File: config.mk
export PLATFORM = sky130hd
export DESIGN_NAME = xs64s_ctrl
export DESIGN_NICKNAME = d
export VERILOG_FILES = /design/src/rtl/core/xs64s_pkg.sv /design/src/rtl/core/xs64s_ctrl.sv
export SDC_FILE = /design/constraint.sdc
export NUM_CORES = 1
export LEC_CHECK = 0
export BUFFER_PORTS_ARGS = -buffer_cell sky130_fd_sc_hd__buf_2
export CAP_MARGIN = 20
export CORE_AREA = 5 5 42 44
export DETAILED_ROUTE_END_ITERATION = 12
export DIE_AREA = 0 0 47 49
export GPL_TIMING_DRIVEN = 0
export HOLD_SLACK_MARGIN = 0.03
export PLACE_DENSITY = 0.51
export SLEW_MARGIN = 5
export SYNTH_ARGS = -nofsm -noshare
export SYNTH_HDL_FRONTEND = slang
export SYNTH_SLANG_ARGS = --single-unit
File: constraint.sdc
create_clock -name i_clk -period 1.9 [get_ports i_clk]
set_input_delay 0.19 -clock i_clk [delete_from_list [all_inputs] [get_ports i_clk]]
set_output_delay 0.19 -clock i_clk [all_outputs]
set_load 0.05 [all_outputs]
File: src/rtl/core/xs64s_pkg.sv
// Shared types, constants and the xorshift round for the xorshift64* random source.
`default_nettype none
package xs64s_pkg;

    // Generator constants
    localparam logic [63:0] MIX_MULT   = 64'h2545_F491_4F6C_DD1D;
    localparam int          SHIFT_A    = 12;
    localparam int          SHIFT_B    = 25;
    localparam int          SHIFT_C    = 27;
    localparam int          FRAC_SHIFT = 40;
    localparam int          FRAC_BITS  = 24;
    localparam int          WARM_ROUNDS = 4;

    // Opcodes of a request
    localparam logic OP_SEED = 1'b0;
    localparam logic OP_DRAW = 1'b1;

    // Datapath step codes
    typedef logic [2:0] t_step;
    localparam t_step STEP_NONE  = 3'd0;
    localparam t_step STEP_MUL0  = 3'd1;
    localparam t_step STEP_MUL1  = 3'd2;
    localparam t_step STEP_MUL2  = 3'd3;
    localparam t_step STEP_MUL3  = 3'd4;
    localparam t_step STEP_SCALE = 3'd5;

    // Controller to datapath
    typedef struct packed {
        logic  load;   // capture the request, seed or advance the state
        logic  round;  // one warm-up xorshift round
        t_step step;   // multiply / scale step
        logic  write;  // load the result register
    } t_dp_cmd;

    // Datapath to controller
    typedef struct packed {
        logic out_free;    // result register can take a new result
        logic state_zero;  // generator state is all zero (never expected)
    } t_dp_status;

    // One xorshift round
    function automatic logic [63:0] xs_round(input logic [63:0] x);
        logic [63:0] y;
        y = x ^ (x >> SHIFT_A);
        y = y ^ (y << SHIFT_B);
        y = y ^ (y >> SHIFT_C);
        return y;
    endfunction

endpackage
`default_nettype wire

File: src/rtl/core/xs64s_ctrl.sv
// Controller state machine for the xorshift64* random source.
`default_nettype none
module xs64s_ctrl (
    input  wire                    i_clk,
    input  wire                    i_rst_n,
    input  wire                    i_in_valid,
    input  wire                    i_opcode,
    input  xs64s_pkg::t_dp_status  i_status,
    output logic                   o_in_stall,
    output xs64s_pkg::t_dp_cmd     o_cmd
);

    localparam logic [2:0] S_IDLE  = 3'd0;
    localparam logic [2:0] S_WARM  = 3'd1;
    localparam logic [2:0] S_MUL0  = 3'd2;
    localparam logic [2:0] S_MUL1  = 3'd3;
    localparam logic [2:0] S_MUL2  = 3'd4;
    localparam logic [2:0] S_MUL3  = 3'd5;
    localparam logic [2:0] S_SCALE = 3'd6;
    localparam logic [2:0] S_WRITE = 3'd7;

    localparam logic [1:0] WARM_LAST = 2'(xs64s_pkg::WARM_ROUNDS - 1);

    logic [2:0] r_state, n_state;
    logic [1:0] r_cnt, n_cnt;
    logic       accept;

    assign o_in_stall = (r_state != S_IDLE);
    assign accept     = i_in_valid && !o_in_stall;

    // Next state and commands
    always_comb begin
        n_state    = r_state;
        n_cnt      = r_cnt;
        o_cmd      = '0;
        o_cmd.step = xs64s_pkg::STEP_NONE;
        case (r_state)
            S_IDLE: begin
                if (accept) begin
                    o_cmd.load = 1'b1;
                    n_cnt      = '0;
                    n_state    = (i_opcode == xs64s_pkg::OP_SEED) ? S_WARM : S_MUL0;
                end
            end
            S_WARM: begin
                o_cmd.round = 1'b1;
                n_cnt       = r_cnt + 2'd1;
                if (r_cnt == WARM_LAST) begin
                    n_state = S_WRITE;
                end
            end
            S_MUL0: begin
                o_cmd.step = xs64s_pkg::STEP_MUL0;
                n_state    = S_MUL1;
            end
            S_MUL1: begin
                o_cmd.step = xs64s_pkg::STEP_MUL1;
                n_state    = S_MUL2;
            end
            S_MUL2: begin
                o_cmd.step = xs64s_pkg::STEP_MUL2;
                n_state    = S_MUL3;
            end
            S_MUL3: begin
                o_cmd.step = xs64s_pkg::STEP_MUL3;
                n_state    = S_SCALE;
            end
            S_SCALE: begin
                o_cmd.step = xs64s_pkg::STEP_SCALE;
                n_state    = S_WRITE;
            end
            S_WRITE: begin
                // hold here while the previous result is still stalled
                if (i_status.out_free) begin
                    o_cmd.write = 1'b1;
                    n_state     = S_IDLE;
                end
            end
            default: begin
                n_state = S_IDLE;
            end
        endcase
    end

    always_ff @(posedge i_clk) begin
        if (!i_rst_n) begin
            r_state <= S_IDLE;
            r_cnt   <= '0;
        end else begin
            r_state <= n_state;
            r_cnt   <= n_cnt;
        end
    end

endmodule
`default_nettype wire

==> metrics.md, run 1 <==
| Metric | Value |
|---|---|
| Post-layout min period | 1.56 ns |
| Clock sink count | 5 |
| Cell variety after synth | 23 |
| Post-synthesis sequential area ratio | 0.301 |
| Syn_area_per_cell | slightly below 8 um^2 |
| CP max stage cell | dfxtp_1 |
| Post-CTS Hold Buffers | 0 |
| Leakage | 0.203 nW |
| Synth Register Bits | 5 |
| Post-Route WL | 730 um |
| Peak supply drop | 429 uV |
| Post-CTS Setup Bufs | 0 |
| Final Non-Filler Cells | between 70 and 80 |
| Routability Congestion | between 0.7 and 0.8 |
| Top delay family on crit path | buffers and inverters |
| Antenna violations before repair | 0 |
| Leading area contributor after synthesis | dfxtp_1 |
| Total Neg Setup Slack | 0 ns |
| Overall Power | 0.393 mW |
| Global route overflow | 0 |
| CTS Root Cell | clkbuf_4 |
| Max stage delay on crit path | approximately 0.32 ns |
| ANT nets after route | 0 |
| Register Area | roughly 100 um^2 |
| Clk_skew | 0.00302 ns |
| Critical path class | flop to output pin |
| Starting Density | 0.237 |
| Worst-margin pin slew | 0.247 ns |
| Post-CTS resize count | 0 |
| Cell count after synthesis | 42 |
| Sum of buffers and inverters on the critical path | 2 |
| Drc violations | 0 |
| Outcome | finished clean |
| CTS HTree Levels | 1 |
| Hold WC Path Type | primary input to flop |
| Max Buffers Root-to-Sink | 2 |
| Die Wd | around 47 um |
| Critical Path RT | 1.71 ns |
| Number of vias per cell | 4.42 |
| Setup violators final | 0 |
| Largest net degree at the start of global routing | 11 |
| Worst-path cell chain | buf_2 -> nor2_1 -> and2_1 -> buf_2 |
| DR pass1 iterations | 3 |
| Critical path arrival | 1.37 ns |
| NumNets Final | 65 |
| I/O Buffers | 11 |
| Max-capacitance violation count | 0 |
| Fill count | 165 |
| Vias in the first global route | 304 |
| CP max FO | 10 |
| Ratio of cells with drive above 1 in the final layout | 0.333 |
| Crit start category | flop |
| # IOs | 13 |
| CP most frequent cell | buf_2 |
| Final hold violations | 0 |
| Top cell type's share of synthesized area | 0.301 |
| Synth top area cells | dfxtp_1 (30%), nor2_1 (6.8%), o21ai_0 (4.5%) |
| Mapped Area | ~330 um^2 |
| RSZ-0062 raised after global routing | false |
| Initial DRC Count | 4 |
| First-pass GRT wire length | around 1.2 mm |
| TritonCTS buffer count | 3 |
| Wire length per cell | ~10 um |
| Diode count | 0 |
| Rows | 14 |
| Die Ht | 49 um |
| Layout overhead on the synthesized area | 30.5% |
| Final HPWL DP | 571 um |
| Synthesized Nets | 49 |
| YS warnings | 0 |
| Slew Limit Fails | 0 |
| CTS tree | done |
| Worst-Skew Late Latency | 0.24 ns |
| DR vias | around 320 |
| Dpl cells | 69 |
| Multi-input gate area | 205 um^2 |
| Max Freq | 0.640 GHz |
| Final period util | 0.822 |
| Core Area | around 1400 um^2 |
| Slew margin rel. | 0.835 |
| Gr usage total | 0.0755 |
| Die ar. | 2300 um^2 |
| PD cells | between 900 and 1000 nW/um^2 |
| Crit end category | output pin |
| Core Util, Final | 0.310 |
| Clock Pin Slew Worst Setup and Hold Paths | roughly 0.050 ns |
## synth_stat cells
cell	n
nand3b_1	2
o21ai_1	2
or2_1	1
nor2b_1	2
and2_1	2
xor2_1	1
a21boi_1	2
or3_4	1
inv_1	1
o21a_1	1
nor2_1	6
buf_6	1
ha_1	1
o21ai_0	3
buf_4	1
o221a_1	1
nand2_1	4
dfxtp_1	5
a31oi_1	1
o31ai_1	1
nand3_1	1
buf_2	1
o221a_2	1
## per-layer routing
layer  share of wire  up-vias  global-route usage
met5               0        -                   0
met4               0        0              0.0276
met3           0.055        0              0.0554
met2            0.53        5               0.115
met1            0.42      143              0.0773
li1                -      175                   -
## worst reg2reg max path, delay by kind of cell (launching register included)
family | cells | cell delay [ns]
AO/OA/AOI/OAI | 3 | 0.46
flip-flops | 1 | 0.31
adder cells (fa/ha/maj) | 1 | 0.21
## final timing paths
path               from         end  slack (ns)  depth (start not counted)
max          r_state[2]    o_cmd[4]        0.34                          4
min             i_rst_n  r_state[0]        0.24                          3
max reg2reg    r_cnt[0]  r_state[1]        0.82                          4
min reg2reg    r_cnt[1]    r_cnt[1]        0.48                          2
## per-stage QoR
stage               setup slack [ns]  hold WS, ns  instance area (um^2)
floorplan                     0.0217        0.332                   333
global placement               0.611        0.470                   408
detailed placement             0.594        0.479                   408
CTS                            0.326        0.231                   434
global route                   0.228        0.227                   434
finish                         0.337        0.236                   434
## cells by family after synthesis
family / count (synthesis) / synth area share
AOI/OAI and AO/OA: 12 / 0.252
xor gates and xnor gates: 1 / 0.0263
adders and majority gates: 1 / 0.0376
buffers and inverters: 4 / 0.0827
DFF: 5 / 0.301
and+or+nand+nor: 19 / 0.301
## power breakdown
part / internal, mW / leakage, nW / switching (mW) / total, mW
clock network: 0.0795 / 0.0150 / 0.0449 / 0.124
registers: 0.115 / 0.0410 / 0.00614 / 0.121
logic: 0.0483 / 0.147 / 0.0996 / 0.148
total: 0.243 / 0.203 / 0.151 / 0.393
## final cells by class
cell class,instances,share of cell area
plain buffers,3,0.0548
clock buffers,4,0.0605
inverters,1,0.00865
multi-input cells,33,0.473
flip-flops and latches,5,0.231
well taps,16,0.0461
repair buffers,11,0.127
## registers in the layout (all words and copies together) (netlist names)
register and flops:
r_cnt 2, r_state 3
## placed cells by master (no fill, tap or decap), drive strengths merged
| cell | count |
|---|---|
| dfxtp | 5 |
| ha | 1 |
| a31oi | 1 |
| and2 | 2 |
| nor2b | 2 |
| o221a | 2 |
| a21boi | 2 |
| or3 | 1 |
| nand2 | 4 |
| nand3b | 2 |
| or2 | 1 |
| inv | 1 |
| clkbuf | 4 |
| nand3 | 1 |
| o21a | 1 |
| o31ai | 1 |
| o21ai | 5 |
| buf | 14 |
| xor2 | 1 |
| nor2 | 6 |
Note: power is estimated with default switching activity, not from simulation.
==> inputs of run 2 (changes only) <==
--- a/config.mk
+++ b/config.mk
@@ -12,7 +12,7 @@
 export DIE_AREA = 0 0 47 49
 export GPL_TIMING_DRIVEN = 0
 export HOLD_SLACK_MARGIN = 0.03
-export PLACE_DENSITY = 0.51
+export PLACE_DENSITY = 0.52
 export SLEW_MARGIN = 5
 export SYNTH_ARGS = -nofsm -noshare
 export SYNTH_HDL_FRONTEND = slang
==> constraint.sdc (replaced) <==
create_clock -name i_clk -period 1.36 [get_ports i_clk]
set_input_delay 0.136 -clock i_clk [delete_from_list [all_inputs] [get_ports i_clk]]
set_output_delay 0.136 -clock i_clk [all_outputs]
set_load 0.05 [all_outputs]
==> metrics.md, run 2 (same netlist as run 1, synthesis figures left out) <==
| Metric | Value |
|---|---|
| Outcome | complete, but fails checks |
| Failing checks | negative setup slack |
| Die Ht | 49 um |
| Worst-Skew Late Latency | around 0.24 ns |
| Top delay family on crit path | simple AND/OR/NAND/NOR gates |
| Layout overhead on the synthesized area | 62.4% |
| Routed met2 length | 390 um |
| Vias in the first global route | 374 |
| NumNets Final | 69 |
| Sum of buffers and inverters on the critical path | 2 |
| Most flops, register | r_state |
| Setup violators final | 2 |
| Max-capacitance violation count | 0 |
| Global route overflow | 0 |
| Core Area | 1400 um^2 |
| CP most frequent cell | buf_6 |
| Clock sink count | 5 |
| Peak supply drop | between 400 and 500 uV |
| DR vias | 360 |
| Max stage delay on crit path | around 0.35 ns |
| Number of vias per cell | 4.68 |
| Critical path class | flop to output pin |
| Met3 wire len | 29 um |
| CTS tree | done |
| Initial DRC Count | 4 |
| Post-layout min period | 1.39 ns |
| Final Non-Filler Cells | 77 |
| Routability Congestion | 0.699 |
| ANT nets after route | 0 |
| Final hold violations | 0 |
| Dpl cells | slightly below 70 |
| Drc violations | 0 |
| Diode count | 0 |
| Largest net degree at the start of global routing | 11 |
| Slew margin rel. | 0.836 |
| Post-Route WL | 845 um |
| CTS Root Cell | clkbuf_4 |
| # IOs | 13 |
| Worst-path cell chain | buf_6 -> or3_4 -> nor2_4 -> buf_6 |
| Max Buffers Root-to-Sink | 2 |
| Max reg flops | 3 |
| Overall Power | 0.613 mW |
| Leakage | 0.240 nW |
| Worst-margin pin slew | 0.248 ns |
| Hold WC Path Type | primary input to flop |
| CP max stage cell | or3_4 |
| Met1 WL | ~410 um |
| I/O Buffers | 11 |
| Most frequent cells in the layout | buf_6 (8), buf_2 (5) |
| Regs by FF count | r_state (3), r_cnt (2) |
| Antenna violations before repair | 0 |
| Crit end category | output pin |
| Critical path arrival | 1.26 ns |
| Rows | 14 |
| DR pass1 iterations | 2 |
| CTS HTree Levels | 1 |
| RSZ-0062 raised after global routing | true |
| Crit start category | flop |
| Critical Path RT | 1.22 ns |
| Clk_skew | 0.00112 ns |
| Gr usage total | 0.0901 |
| CP max FO | 6 |
| Starting Density | 0.237 |
| Commonest non-fill, non-tap cell in the layout | buf_6 |
| Worst Setup Slack, final | -0.0339 ns |
| Die Wd | 47 um |
| DR top layer | met4 |
| Max Freq | 0.717 GHz |
| Wire length per cell | around 11 um |
| Ratio of cells with drive above 1 in the final layout | 0.475 |
| Final HPWL DP | around 570 um |
| Final period util | 1.02 |
| First-pass GRT wire length | about 1.5 mm |
| Clock Pin Slew Worst Setup and Hold Paths | 0.04 ns |
| TritonCTS buffer count | 3 |
| PD cells | 1130 nW/um^2 |
| Die ar. | 2300 um^2 |
| Slew Limit Fails | 0 |
| Core Util, Final | 0.386 |
run 2: changes by cell type in the layout (fill, tap and decap cells not counted), sizes merged:
cell / delta
buf: +4
run 2: report_power, final:
group | switching, mW | internal [mW] | leakage [nW] | total, mW
clock network | 0.0583 | 0.111 | 0.0150 | 0.169
logic | 0.157 | 0.115 | 0.184 | 0.273
registers | 0.0100 | 0.161 | 0.0412 | 0.171
total | 0.226 | 0.388 | 0.240 | 0.613
run 2: area by class of cell:
type | count | area, um^2
Buffer | 3 | 33.8
Clock buffer | 4 | 26.3
Fill cell | 159 | 861
Inverter | 1 | 3.75
Multi-Input combinational cell | 33 | 229
Sequential cell | 5 | 101
Tap cell | 16 | 20.0
Timing Repair Buffer | 15 | 126
run 2: final timing paths:
check              from    endpoint  slack, ns  depth (start not counted)
max reg2reg  r_state[1]    r_cnt[0]       0.10                          6
min reg2reg    r_cnt[1]    r_cnt[1]       0.50                          2
max          r_state[1]    o_cmd[5]      -0.03                          4
min             i_rst_n  r_state[2]       0.19                          2
run 2: metal layers:
layer | up-vias | GRT usage
met4 | 0 | 0.0829
met3 | 2 | 0.0258
li1 | 185 | -
met2 | 10 | 0.111
met5 | - | 0
met1 | 163 | 0.119
run 2: through the flow:
| stage | hold slack [ns] | instance area [um^2] | TNS [ns] | setup WS, ns |
|---|---|---|---|---|
| after detailed placement | 0.435 | 422 | 0 | 0.112 |
| final | 0.188 | 541 | -0.0485 | -0.0339 |
| after floorplan | 0.278 | 347 | -0.00652 | -0.00652 |
| after global routing | 0.181 | 541 | -0.292 | -0.0777 |
| after global placement | 0.438 | 422 | 0 | 0.118 |
| after CTS | 0.181 | 499 | -0.101 | -0.0491 |
run 2: worst reg2reg max path, stage by stage (launching register included):
cell and delay [ns]:
dfxtp_1 0.30, buf_6 0.12, buf_4 0.13, buf_4 0.13, or2_1 0.24, o21ai_1 0.15
a21boi_1 0.07
run 2: what timing repair did:
action | CTS | global route
hold endpoints to repair | 0 | 0
setup buffers | 2 | 2
endpoints found under the setup margin | 7 | 9
resized for setup | 12 | 11
gates cloned | 0 | 0
hold buffers | 0 | 0
